**config.mk**
```make
export PLATFORM = sky130hd
export DESIGN_NAME = x86_subset_instruction_encoder
export DESIGN_NICKNAME = d
export VERILOG_FILES = /design/src/hdl/x86e_pkg.sv /design/src/hdl/x86_subset_instruction_encoder.sv /design/src/hdl/x86e_front.sv /design/src/hdl/x86e_queue.sv /design/src/hdl/x86e_back.sv
export SDC_FILE = /design/constraint.sdc
export NUM_CORES = 1
export LEC_CHECK = 0
export ABC_CLOCK_PERIOD_IN_PS = 5100
export BUFFER_PORTS_ARGS = -buffer_cell sky130_fd_sc_hd__buf_2
export CORE_ASPECT_RATIO = 0.5
export CORE_MARGIN = 4
export CORE_UTILIZATION = 50
export CTS_CLUSTER_DIAMETER = 120
export DETAILED_ROUTE_END_ITERATION = 16
export PLACE_DENSITY = 0.82
export SYNTH_ARGS = -nofsm -noshare
export SYNTH_HDL_FRONTEND = slang
export SYNTH_SLANG_ARGS = --single-unit
```
**constraint.sdc**
```tcl
create_clock -name clk -period 5.1 [get_ports clk]
set_input_delay 0.255 -clock clk [delete_from_list [all_inputs] [get_ports clk]]
set_output_delay 0.255 -clock clk [all_outputs]
set_load 0.02 [all_outputs]
```
**src/hdl/x86e_pkg.sv**
```systemverilog
// Shared types and encoding constants for the x86 subset instruction encoder.
`default_nettype none

package x86e_pkg;

	// Longest encoding: opcode, ModRM, SIB and a 32-bit displacement.
	localparam int unsigned MAX_BYTES = 7;

	// Mnemonic codes.
	localparam logic [3:0] CMD_NOP  = 4'd0;
	localparam logic [3:0] CMD_RET  = 4'd1;
	localparam logic [3:0] CMD_PUSH = 4'd2;
	localparam logic [3:0] CMD_POP  = 4'd3;
	localparam logic [3:0] CMD_MOV  = 4'd4;
	localparam logic [3:0] CMD_ADD  = 4'd5;
	localparam logic [3:0] CMD_SUB  = 4'd6;
	localparam logic [3:0] CMD_CMP  = 4'd7;
	localparam logic [3:0] CMD_JMP  = 4'd8;
	localparam logic [3:0] CMD_CALL = 4'd9;
	localparam logic [3:0] CMD_JE   = 4'd10;
	localparam logic [3:0] CMD_JNE  = 4'd11;
	localparam logic [3:0] CMD_INT  = 4'd12;
	localparam logic [3:0] CMD_INC  = 4'd13;
	localparam logic [3:0] CMD_DEC  = 4'd14;

	// Operand kinds.
	localparam logic [1:0] KIND_REG = 2'd0;
	localparam logic [1:0] KIND_IMM = 2'd1;
	localparam logic [1:0] KIND_MEM = 2'd2;

	localparam logic [2:0] REG_ESP = 3'd4;

	// Opcode and fixed bytes.
	localparam logic [7:0] OP_NOP      = 8'h90;
	localparam logic [7:0] OP_RET      = 8'hC3;
	localparam logic [7:0] OP_PUSH     = 8'h50;
	localparam logic [7:0] OP_POP      = 8'h58;
	localparam logic [7:0] OP_INC      = 8'h40;
	localparam logic [7:0] OP_DEC      = 8'h48;
	localparam logic [7:0] OP_MOV_IMM  = 8'hB8;
	localparam logic [7:0] OP_MOV_LOAD = 8'h8B;
	localparam logic [7:0] OP_MOV_STOR = 8'h89;
	localparam logic [7:0] OP_ADD      = 8'h01;
	localparam logic [7:0] OP_SUB      = 8'h29;
	localparam logic [7:0] OP_CMP      = 8'h39;
	localparam logic [7:0] OP_JMP      = 8'hE9;
	localparam logic [7:0] OP_CALL     = 8'hE8;
	localparam logic [7:0] OP_ESCAPE   = 8'h0F;
	localparam logic [7:0] OP_JE       = 8'h84;
	localparam logic [7:0] OP_JNE      = 8'h85;
	localparam logic [7:0] OP_INT      = 8'hCD;
	localparam logic [7:0] SIB_ESP     = 8'h24;
	localparam logic [1:0] MOD_DISP32  = 2'b10;
	localparam logic [1:0] MOD_REG     = 2'b11;

	typedef struct packed {
		logic [3:0]         cmd;
		logic [1:0]         num_operands;
		logic [1:0]         first_kind;
		logic [1:0]         second_kind;
		logic [2:0]         first_reg;
		logic [2:0]         second_reg;
		logic signed [31:0] immediate;
		logic               mem_has_base;
		logic               mem_has_index;
		logic [2:0]         mem_base_reg;
		logic signed [31:0] displacement;
	} instr_t;

	typedef struct packed {
		logic [7:0] code_byte;
		logic [2:0] byte_position;
		logic       last_byte;
		logic       unsupported;
	} code_t;

	// One fully encoded instruction as it sits in the queue.
	typedef struct packed {
		logic [0:MAX_BYTES-1][7:0] bytes;
		logic [2:0]                len;
		logic                      unsupported;
	} entry_t;

	// Queue head as seen by the back end.
	typedef struct packed {
		logic   valid;
		entry_t entry;
	} head_t;

endpackage

`default_nettype wire

```
**src/hdl/x86_subset_instruction_encoder.sv**
```systemverilog
// Top level of the x86 subset instruction encoder: front end, queue and byte serializer.
//
//   Channel  Direction  Handshake                 Payload
//   instr    in         instr_valid/instr_ready   x86e_pkg::instr_t, one decoded instruction
//   code     out        code_valid/code_ready     x86e_pkg::code_t, one machine code byte
//
// Each instruction item leaves as 1 to 7 code items, one per cycle while code_ready is high;
// the back end's byte serializer sets that rate, so single-byte instructions flow at one
// item per cycle. An accepted instruction is encoded and registered in the front end, then
// written to the queue, and its bytes are registered from the queue head onto code.
// Reset clears the valid flags, pointers and byte index; no clearing pass is needed.
// A stalled output register holds; the front register and queue absorb items until full.
`default_nettype none

module x86_subset_instruction_encoder #(
	parameter int unsigned QUEUE_DEPTH = 2
) (
	input  wire logic             clk,
	input  wire logic             arst_n,
	input  wire x86e_pkg::instr_t instr,
	input  wire logic             instr_valid,
	output logic                  instr_ready,
	output x86e_pkg::code_t       code,
	output logic                  code_valid,
	input  wire logic             code_ready
);

	x86e_pkg::entry_t front_entry;
	logic             front_valid;
	logic             queue_ready;
	x86e_pkg::head_t  head;
	logic             pop;

	// Classifies and encodes each instruction into a full byte image.
	x86e_front u_front (
		.clk         (clk),
		.arst_n      (arst_n),
		.instr       (instr),
		.instr_valid (instr_valid),
		.instr_ready (instr_ready),
		.entry_valid (front_valid),
		.entry       (front_entry),
		.entry_ready (queue_ready)
	);

	// Decouples encoding from the byte-by-byte output so each side stalls on its own.
	x86e_queue #(
		.DEPTH (QUEUE_DEPTH)
	) u_queue (
		.clk      (clk),
		.arst_n   (arst_n),
		.wr_valid (front_valid),
		.wr_entry (front_entry),
		.wr_ready (queue_ready),
		.head     (head),
		.pop      (pop)
	);

	// Emits the head instruction's bytes in order and retires it on its last byte.
	x86e_back u_back (
		.clk        (clk),
		.arst_n     (arst_n),
		.head       (head),
		.pop        (pop),
		.code       (code),
		.code_valid (code_valid),
		.code_ready (code_ready)
	);

endmodule

`default_nettype wire

```
**src/hdl/x86e_front.sv**
```systemverilog
// Front end: accepts an instruction, encodes it into bytes and registers the result.
`default_nettype none

module x86e_front (
	input  wire logic             clk,
	input  wire logic             arst_n,
	input  wire x86e_pkg::instr_t instr,
	input  wire logic             instr_valid,
	output logic                  instr_ready,
	output logic                  entry_valid,
	output x86e_pkg::entry_t      entry,
	input  wire logic             entry_ready
);

	x86e_pkg::entry_t enc;
	logic             valid_s1;
	x86e_pkg::entry_t entry_s1;

	always_comb begin
		logic       one_reg;
		logic       reg_reg;
		logic       mem_ok;
		logic [2:0] mem_reg;
		logic [7:0] modrm_rr;
		logic [7:0] modrm_mem;
		logic [2:0] len;
		one_reg   = (instr.num_operands == 2'd1) && (instr.first_kind == x86e_pkg::KIND_REG);
		reg_reg   = (instr.first_kind == x86e_pkg::KIND_REG) &&
			(instr.second_kind == x86e_pkg::KIND_REG);
		mem_ok    = instr.mem_has_base && !instr.mem_has_index;
		mem_reg   = (instr.first_kind == x86e_pkg::KIND_MEM) ? instr.second_reg : instr.first_reg;
		modrm_rr  = {x86e_pkg::MOD_REG, instr.second_reg, instr.first_reg};
		modrm_mem = {x86e_pkg::MOD_DISP32, mem_reg, instr.mem_base_reg};
		enc       = '0;
		len       = 3'd0;
		unique case (instr.cmd) inside
			x86e_pkg::CMD_NOP: begin
				enc.bytes[0] = x86e_pkg::OP_NOP;
				len          = 3'd1;
			end
			x86e_pkg::CMD_RET: begin
				enc.bytes[0] = x86e_pkg::OP_RET;
				len          = 3'd1;
			end
			x86e_pkg::CMD_PUSH, x86e_pkg::CMD_POP, x86e_pkg::CMD_INC, x86e_pkg::CMD_DEC: begin
				if (one_reg) begin
					case (instr.cmd)
						x86e_pkg::CMD_PUSH: enc.bytes[0] = x86e_pkg::OP_PUSH;
						x86e_pkg::CMD_POP:  enc.bytes[0] = x86e_pkg::OP_POP;
						x86e_pkg::CMD_INC:  enc.bytes[0] = x86e_pkg::OP_INC;
						default:            enc.bytes[0] = x86e_pkg::OP_DEC;
					endcase
					enc.bytes[0][2:0] = instr.first_reg;
					len               = 3'd1;
				end
			end
			x86e_pkg::CMD_MOV: begin
				if (instr.num_operands == 2'd2 && instr.first_kind == x86e_pkg::KIND_REG &&
					instr.second_kind == x86e_pkg::KIND_IMM) begin
					enc.bytes[0] = {x86e_pkg::OP_MOV_IMM[7:3], instr.first_reg};
					enc.bytes[1] = instr.immediate[7:0];
					enc.bytes[2] = instr.immediate[15:8];
					enc.bytes[3] = instr.immediate[23:16];
					enc.bytes[4] = instr.immediate[31:24];
					len          = 3'd5;
				end else if (instr.num_operands == 2'd2 && reg_reg) begin
					enc.bytes[0] = x86e_pkg::OP_MOV_STOR;
					enc.bytes[1] = modrm_rr;
					len          = 3'd2;
				end else if (mem_ok && ((instr.first_kind == x86e_pkg::KIND_REG &&
					instr.second_kind == x86e_pkg::KIND_MEM) ||
					(instr.first_kind == x86e_pkg::KIND_MEM &&
					instr.second_kind == x86e_pkg::KIND_REG))) begin
					enc.bytes[0] = (instr.first_kind == x86e_pkg::KIND_REG) ?
						x86e_pkg::OP_MOV_LOAD : x86e_pkg::OP_MOV_STOR;
					enc.bytes[1] = modrm_mem;
					if (instr.mem_base_reg == x86e_pkg::REG_ESP) begin
						// ESP as a base can only be named through a SIB byte.
						enc.bytes[2] = x86e_pkg::SIB_ESP;
						enc.bytes[3] = instr.displacement[7:0];
						enc.bytes[4] = instr.displacement[15:8];
						enc.bytes[5] = instr.displacement[23:16];
						enc.bytes[6] = instr.displacement[31:24];
						len          = 3'd7;
					end else begin
						enc.bytes[2] = instr.displacement[7:0];
						enc.bytes[3] = instr.displacement[15:8];
						enc.bytes[4] = instr.displacement[23:16];
						enc.bytes[5] = instr.displacement[31:24];
						len          = 3'd6;
					end
				end
			end
			x86e_pkg::CMD_ADD, x86e_pkg::CMD_SUB, x86e_pkg::CMD_CMP: begin
				if (reg_reg) begin
					case (instr.cmd)
						x86e_pkg::CMD_ADD: enc.bytes[0] = x86e_pkg::OP_ADD;
						x86e_pkg::CMD_SUB: enc.bytes[0] = x86e_pkg::OP_SUB;
						default:           enc.bytes[0] = x86e_pkg::OP_CMP;
					endcase
					enc.bytes[1] = modrm_rr;
					len          = 3'd2;
				end
			end
			x86e_pkg::CMD_JMP, x86e_pkg::CMD_CALL: begin
				enc.bytes[0] = (instr.cmd == x86e_pkg::CMD_JMP) ?
					x86e_pkg::OP_JMP : x86e_pkg::OP_CALL;
				enc.bytes[1] = instr.immediate[7:0];
				enc.bytes[2] = instr.immediate[15:8];
				enc.bytes[3] = instr.immediate[23:16];
				enc.bytes[4] = instr.immediate[31:24];
				len          = 3'd5;
			end
			x86e_pkg::CMD_JE, x86e_pkg::CMD_JNE: begin
				enc.bytes[0] = x86e_pkg::OP_ESCAPE;
				enc.bytes[1] = (instr.cmd == x86e_pkg::CMD_JE) ?
					x86e_pkg::OP_JE : x86e_pkg::OP_JNE;
				enc.bytes[2] = instr.immediate[7:0];
				enc.bytes[3] = instr.immediate[15:8];
				enc.bytes[4] = instr.immediate[23:16];
				enc.bytes[5] = instr.immediate[31:24];
				len          = 3'd6;
			end
			x86e_pkg::CMD_INT: begin
				if (instr.num_operands == 2'd1 && instr.first_kind == x86e_pkg::KIND_IMM) begin
					enc.bytes[0] = x86e_pkg::OP_INT;
					enc.bytes[1] = instr.immediate[7:0];
					len          = 3'd2;
				end
			end
			default: begin
				len = 3'd0;
			end
		endcase
		// An unencodable form becomes a single flagged zero byte.
		if (len == 3'd0) begin
			enc.bytes       = '0;
			enc.len         = 3'd1;
			enc.unsupported = 1'b1;
		end else begin
			enc.len         = len;
			enc.unsupported = 1'b0;
		end
	end

	assign instr_ready = !valid_s1 || entry_ready;

	always_ff @(posedge clk or negedge arst_n) begin
		if (!arst_n) begin
			valid_s1 <= 1'b0;
		end else if (instr_ready) begin
			valid_s1 <= instr_valid;
		end
	end

	always_ff @(posedge clk) begin
		if (instr_ready && instr_valid) begin
			entry_s1 <= enc;
		end
	end

	assign entry_valid = valid_s1;
	assign entry       = entry_s1;

endmodule

`default_nettype wire

```
**src/hdl/x86e_queue.sv**
```systemverilog
// Short queue of encoded instructions between the front and back ends.
`default_nettype none

module x86e_queue #(
	parameter int unsigned DEPTH = 2
) (
	input  wire logic             clk,
	input  wire logic             arst_n,
	input  wire logic             wr_valid,
	input  wire x86e_pkg::entry_t wr_entry,
	output logic                  wr_ready,
	output x86e_pkg::head_t       head,
	input  wire logic             pop
);

	localparam int unsigned PtrW = (DEPTH > 1) ? $clog2(DEPTH) : 1;
	localparam int unsigned CntW = $clog2(DEPTH + 1);
	localparam logic [PtrW-1:0] LastPtr = PtrW'(DEPTH - 1);
	localparam logic [CntW-1:0] FullCnt = CntW'(DEPTH);

	x86e_pkg::entry_t mem [DEPTH];
	logic [PtrW-1:0]  wr_ptr_q;
	logic [PtrW-1:0]  rd_ptr_q;
	logic [CntW-1:0]  count_q;
	logic             push;
	logic             do_pop;

	assign wr_ready = (count_q != FullCnt);
	assign push     = wr_valid && wr_ready;
	assign do_pop   = pop && (count_q != '0);

	always_ff @(posedge clk or negedge arst_n) begin
		if (!arst_n) begin
			wr_ptr_q <= '0;
			rd_ptr_q <= '0;
			count_q  <= '0;
		end else begin
			if (push) begin
				wr_ptr_q <= (wr_ptr_q == LastPtr) ? '0 : wr_ptr_q + 1'b1;
			end
			if (do_pop) begin
				rd_ptr_q <= (rd_ptr_q == LastPtr) ? '0 : rd_ptr_q + 1'b1;
			end
			if (push && !do_pop) begin
				count_q <= count_q + 1'b1;
			end else if (do_pop && !push) begin
				count_q <= count_q - 1'b1;
			end
		end
	end

	always_ff @(posedge clk) begin
		if (push) begin
			mem[wr_ptr_q] <= wr_entry;
		end
	end

	assign head.valid = (count_q != '0);
	assign head.entry = mem[rd_ptr_q];

endmodule

`default_nettype wire

```
**src/hdl/x86e_back.sv**
```systemverilog
// Back end: walks the queue head one byte per cycle, unless stalled, into the output register.
`default_nettype none

module x86e_back (
	input  wire logic            clk,
	input  wire logic            arst_n,
	input  wire x86e_pkg::head_t head,
	output logic                 pop,
	output x86e_pkg::code_t      code,
	output logic                 code_valid,
	input  wire logic            code_ready
);

	logic [2:0]      idx_q;
	logic            valid_q;
	x86e_pkg::code_t code_q;
	logic            load;
	logic            is_last;

	assign load    = head.valid && (!valid_q || code_ready);
	assign is_last = (idx_q == head.entry.len - 3'd1);
	assign pop     = load && is_last;

	always_ff @(posedge clk or negedge arst_n) begin
		if (!arst_n) begin
			idx_q   <= '0;
			valid_q <= 1'b0;
		end else begin
			if (load) begin
				idx_q   <= is_last ? 3'd0 : idx_q + 3'd1;
				valid_q <= 1'b1;
			end else if (code_ready) begin
				valid_q <= 1'b0;
			end
		end
	end

	always_ff @(posedge clk) begin
		if (load) begin
			code_q.code_byte     <= head.entry.bytes[idx_q];
			code_q.byte_position <= idx_q;
			code_q.last_byte     <= is_last;
			code_q.unsupported   <= head.entry.unsupported;
		end
	end

	assign code       = code_q;
	assign code_valid = valid_q;

endmodule

`default_nettype wire

```
# --- Yosys cells after proc, flatten, opt, wreduce, memory -nomap -nowiden ---
# Memories as Yosys holds them, arrays and structs flattened.
# Cells that the tools add are included.
word_totals:
  register_bits: 82
  latch_bits: 0
  mem_bits_rw: 120
  mem_bits_ro: 0
  input_bits: 89
  output_inout_bits: 15
  word_cells: 133
  mem_count: 1
mem_list:
  columns: ["name", "words", "word_bits", "read_ports", "rd_clocked_by_memory_dff", "write_ports", "line_no", "text"]
  rows:
  - ["u_queue.mem", 2, 60, 1, 0, 1, "x86e_queue.sv:21", "x86e_pkg::entry_t mem [DEPTH];"]
classes:
  n_addsub: 6
  mul: 0
  n_div: 0
  magnitude_cmp: 1
  eq_ne: 23
  shift: 0
  muxes: 41
  bitwise_logic: 4
  n_reduce_logical: 38
op_table:
  columns: ["operator", "n"]
  rows:
  - ["40-bit 2-to-1 mux", 2]
  - ["24-bit case mux with 3 select lines", 1]
  - ["16-bit 2-to-1 mux", 4]
  - ["8-bit case mux with 8 select lines", 1]
  - ["56-bit 2-to-1 mux", 1]
  - ["8-bit case mux with 5 select lines", 1]
  - ["32-bit 2-to-1 mux", 1]
  - ["8-bit 2-to-1 mux", 4]
  - ["4-bit equality test, second input constant", 7]
  - ["8-bit binary-select mux with 3-bit select", 1]
  - ["3-bit case mux with 7 select lines", 1]
  - ["1-bit logical AND", 17]
  - ["4-bit by 3-bit equality test with 1-bit output, second input constant", 4]
  - ["8-bit case mux with 2 select lines", 1]
  - ["3-bit 2-to-1 mux", 5]
  - ["5-bit case mux with 3 select lines", 1]
  - ["6-bit case mux with 2 select lines", 1]
  - ["1-bit 2-to-1 mux", 11]
  - ["2-bit 2-to-1 mux", 5]
  - ["4-bit by 2-bit equality test with 1-bit output, second input constant", 2]
  - ["2-bit by 1-bit equality test with 1-bit output, second input constant", 3]
  - ["2-bit equality test, second input constant", 3]
  - ["2-bit nonzero test", 3]
  - ["2-bit OR reduction", 3]
  - ["other kinds (20)", 30]

# --- Depth between registers and ports, before layout ---
depth:
  ltp_word: 10
  mapped_depth: 12
  mapped_depth_nobuf: 9

# --- Cells and area by module ---
# A second synthesis with hierarchy kept.
hier_totals:
  cells_unflattened: 594
  hier_area_um2: 9367.7
by_module_without_submodules:
  columns: ["mod", "instances", "cells_per_inst", "area_each_um2"]
  rows:
  - ["x86e_queue", 1, 205, 4825.9]
  - ["x86e_front", 1, 292, 3433.3]
  - ["x86e_back", 1, 97, 1108.6]

# --- Worst setup path before layout ---
# No wires, ideal clock.
synth_path:
  path_type: "register to register"
  start: "reg u_queue.count_q[0]"
  end: "mem u_queue.mem[0][0] (netlist bit) (enable)"
  setup_ps: 478
  t_arrival_ps: 3148
  t_required_ps: 4622
  setup_slack_ps: 1474
  stages_incl_launch_ff: 4
  path_buffers: 0
  synth_period_minus_slack_ps: 3626
  path_cell_list: "dfrtp_1 > nand2b_1 > nand2_1 > nor2_1"
synth_between:
  elab_chain_cells: 4
synth_rtl:
  columns: ["element", "line_no", "text"]
  rows:
  - ["start: declaration", "x86e_queue.sv:24", "logic [CntW-1:0] count_q;"]
  - ["start signal: assignment", "x86e_queue.sv:45", "count_q <= count_q + 1'b1;"]
  - ["start signal: assignment", "x86e_queue.sv:47", "count_q <= count_q - 1'b1;"]
  - ["2-bit inequality test", "x86e_queue.sv:28", "assign wr_ready = (count_q != FullCnt);"]
  - ["1-bit logical AND", "x86e_queue.sv:29", "assign push = wr_valid && wr_ready;"]
  - ["1-bit 2-to-1 mux", "x86e_queue.sv:53", "if (push) begin"]
  - ["1-bit 2-to-1 mux (implied by the code)", "x86e_queue.sv:54", "mem[wr_ptr_q] <= wr_entry;"]
  - ["end: declaration", "x86e_queue.sv:21", null]
# No other way between the ends.

# --- Worst setup path in the final report ---
layout_path:
  start: "in instr[82] (netlist bit)"
  end: "reg u_front.entry_s1 (netlist bit u_front.entry[1]), data pin"
layout_between:
  elab_chain_cells: 4
  elab_cells_between_ends: 22
layout_rtl:
  columns: ["element", "line_no", "text"]
  rows:
  - ["start: declaration", "x86_subset_instruction_encoder.sv:20", "input wire x86e_pkg::instr_t instr,"]
  - ["4-bit equality test (no line), or another cell as far along", null, null]
  - ["4-bit OR reduction, or another cell as far along", "x86e_front.sv:36", "unique case (instr.cmd) inside"]
  - ["3-bit case mux with 7 select lines (*)", "x86e_front.sv:36", null]
  - ["3-bit logical NOT", "x86e_front.sv:136", "if (len == 3'd0) begin"]
  - ["end signal: assignment", "x86e_front.sv:158", "entry_s1 <= enc;"]
  - ["end: declaration", "x86e_front.sv:17", "x86e_pkg::entry_t entry_s1;"]
# Every way passes the cells marked *; elsewhere a longest branch is shown, timed or not.
# A chain may end at the register's enable or synchronous reset.

==> flow_summary.ini <==
[yosys]
ys.flop_type = edfxtp_1
ys_seq_area_share_pct = 68.75
synth_area_per_cell_sq_um = 16.28
synth_compound_area_share_pct = 10.59
synth_xor_area_share_pct = 1.100
muxShareOfSynthArea_pct = 9.144
yosys.cell_types.count = 59
synth_nets = 630
synth_top_family_by_area = compound AO/OA/AOI/OAI gates
synthCells = 538
ys.warnings.count = 0
synth_edf_count = 193
synthSimpleGateAreaFrac_pct = 7.801
ys_seq_elements = 202
async_reset_ff_share_pct = 4.455
synthAdderAreaFrac_pct = 0.4286
syn_area_sq_um = 8757

[clock_network]
path_clk_slew_ns = 0.06
cts_sinks = 202
htree_levels = 1
post_cts_buffers = 0
clkLatencyLatePin_ns = 0.48
post_cts_resized = 0
cts_tree = built
cts_buffer_depth = 3
cts_hold_buf = 2
cts_root_buf = clkbuf_16
cts_made_buffers = 19

[power]
irDropWorstVdd_uv = 263.3
p_per_area_nw_per_um2 = 535.7
p_leak_nw = 3.736

[worst_setup_path]
critPathKind = input pin to flip-flop
endpoint_kind = flip-flop
r2r_end = u_queue.count_q[1]
worstPathRequired_ns = 5.32
r2r_setup_slack_ns = 2.37
reg2reg_from = u_queue.rd_ptr_q
cpLargestDelayFamily = simple AND/OR/NAND/NOR gates
crit_path_end = u_front.entry[1]
cp.arrival_ns = 2.97
reg2reg_depth = 7
critPathLaunch = instr[82]
critPathMaxFanout = 42
start_kind = input pin
path_depth = 5
critical_path.cell_chain = buf_2 -> nor4b_1 -> and4_1 -> or4_1 -> or4b_1
slowest_delay_ns = 1.09
cp_slowest_cell = and4_1
critPathBufInv = 1

[routing]
dr.pass1.iters = 5
via_per_inst = 6.327
routedWlPerCell_um = 23.91
totalWireLength_um = 20920
vias = 5536
drt_iter0_markers = 577
drcViolationCount = 0
ant_nets = 0

[placed_design]
port_buffers = 103
dpl_cell_area_sq_um = 9449
routabilityCongestion = 0.8536
dp_hpwl_um = 13800

[run]
maxCapViolCount = 0

[die]
core_area_sq_um = 16760
initial_core_util_pct = 52.24
die_w_um = 195.2
ios = 104
dieHeight_um = 101.6
rows = 33
die_area_sq_um = 19820

[sta]
maxSlewViolCount = 0
relSlewSlack_pct = 19.17
period_share_pct = 53.92
fin_skew_ns = 0.01432
fmax_ghz = 0.3637
finalSetupTns_ns = 0
tightestPinTransition_ns = 1.212
setup_violations = 0
finalCriticalPeriod_ns = 2.750
grt_setup_unrepaired = no
hold_viol = 0

[grt]
gr-usage-met2_pct = 34.09
grt_util_met3_pct = 6.115
grtUsageTotal_pct = 20.79
grt-ovfl-total = 0
grt_pass1_vias = 5625
grt_use_met1_pct = 27.50
grt.busiest_layer = met2
antenna_found_initial = 0
grt_max_degree = 61
grt_pass1_wl_um = 31730

[layout]
drive_gt1_share_pct = 27.31
final_nets = 727
finalInstanceArea_sq_um = 10040
syn_to_final_growth_pct = 14.60
diodes = 0
largest_reg_flops = 120

[min_path]
holdCritPathClass = input pin to flip-flop
min-delay-start = instr[39]

[outcome]
status = finished, final reports clean
-- worst register-to-register path: stages, from the launching register on --
cell,delay [ns]
dfrtp_2,0.73
buf_4,0.58
mux2i_1,0.30
xnor2_1,0.16
nand4_1,0.17
ha_1,0.39
nor2_1,0.14
xor2_1,0.18
-- logic make-up after synthesis --
kind of cell	after synthesis
AO/OA/AOI/OAI	115
multiplexers	56
buffers and inverters	40
XOR/XNOR	11
adder cells (fa/ha/maj)	3
flip-flops	202
AND/OR/NAND/NOR	111
-- synth_stat cells (all sizes together), types with 7 or more instances --
master	number	area share (%)
xnor2	7	0.70
mux4	18	4.6
clkbuf	18	0.77
nor2	16	0.69
mux2i	26	3.0
a221o	37	4.2
o21ai	20	1.1
nand2	16	0.69
buf	18	1.2
mux2	12	1.5
and3	24	1.7
dfrtp	9	2.6
o22ai	7	0.50
edfxtp	193	66
a32o	11	1.3
a21oi	12	0.69
nor2b	7	0.50
-- layout by cell type, fill, tap and decap left out, types with 11 or more instances in the layout --
cell / Yosys / final
mux4_2: 18 / 18
nor2_1: 16 / 15
o21ai_0: 20 / 20
buf_2: 12 / 103
a32o_1: 11 / 11
nand2_1: 16 / 16
and3_1: 24 / 23
mux2i_1: 26 / 26
a221o_1: 37 / 37
a21oi_1: 12 / 12
clkbuf_16: 0 / 19
edfxtp_1: 193 / 193
mux2_2: 12 / 12
-- cell type report --
| cell class | instances | area (sq um) |
|---|---|---|
| multi-input combinational | 296 | 2560 |
| fill | 1236 | 6728 |
| inverter | 4 | 15.01 |
| tap | 227 | 284.0 |
| timing repair buffer | 112 | 588.1 |
| sequential | 202 | 6022 |
| clock buffer | 21 | 483.0 |
| clock inverter | 13 | 83.83 |
-- worst min-delay path by stage --
stage,to,slack [ns],cells past startpoint
after floorplan,u_back.code_valid,-0.04,0
after global placement,u_back.code_valid,0.12,1
after detailed placement,u_back.code_valid,0.12,1
after CTS,u_front.entry[46],0.08,2
after global routing,u_front.entry[46],0.08,2
final,u_front.entry[46],0.09,2
-- routing by layer --
| metal | part of all wire [%] | vias to the layer above |
|---|---|---|
| li1 | - | 2415 |
| met1 | 39 | 2726 |
| met2 | 47 | 358 |
| met3 | 12 | 37 |
| met4 | 2.5 | 0 |
| met5 | 0 | - |
-- where the power goes --
| group | switching [mW] | internal (mW) | total, mW |
|---|---|---|---|
| Sequential | 0.250 | 2.45 | 2.70 |
| Combinational | 0.832 | 0.537 | 1.37 |
| Clock | 0.575 | 0.733 | 1.31 |
-- metrics by stage --
| step | util, % | power [mW] | setup WS (ns) | cells | hold slack (ns) |
|---|---|---|---|---|---|
| 6_report | 59.87 | 5.376 | 2.350 | 875 | 0.08645 |
| 5_1_grt | 59.87 | 5.631 | 2.154 | 875 | 0.07997 |
| 4_1_cts | 59.87 | 5.393 | 2.349 | 875 | 0.07514 |
| 3_5_place_dp | 56.37 | 4.081 | 1.949 | 839 | 0.1197 |
| 3_3_place_gp | 56.37 | 4.005 | 2.042 | 839 | 0.1174 |
| 2_1_floorplan | - | 3.606 | 1.474 | 538 | -0.04059 |
(Power assumes the default switching activity.)
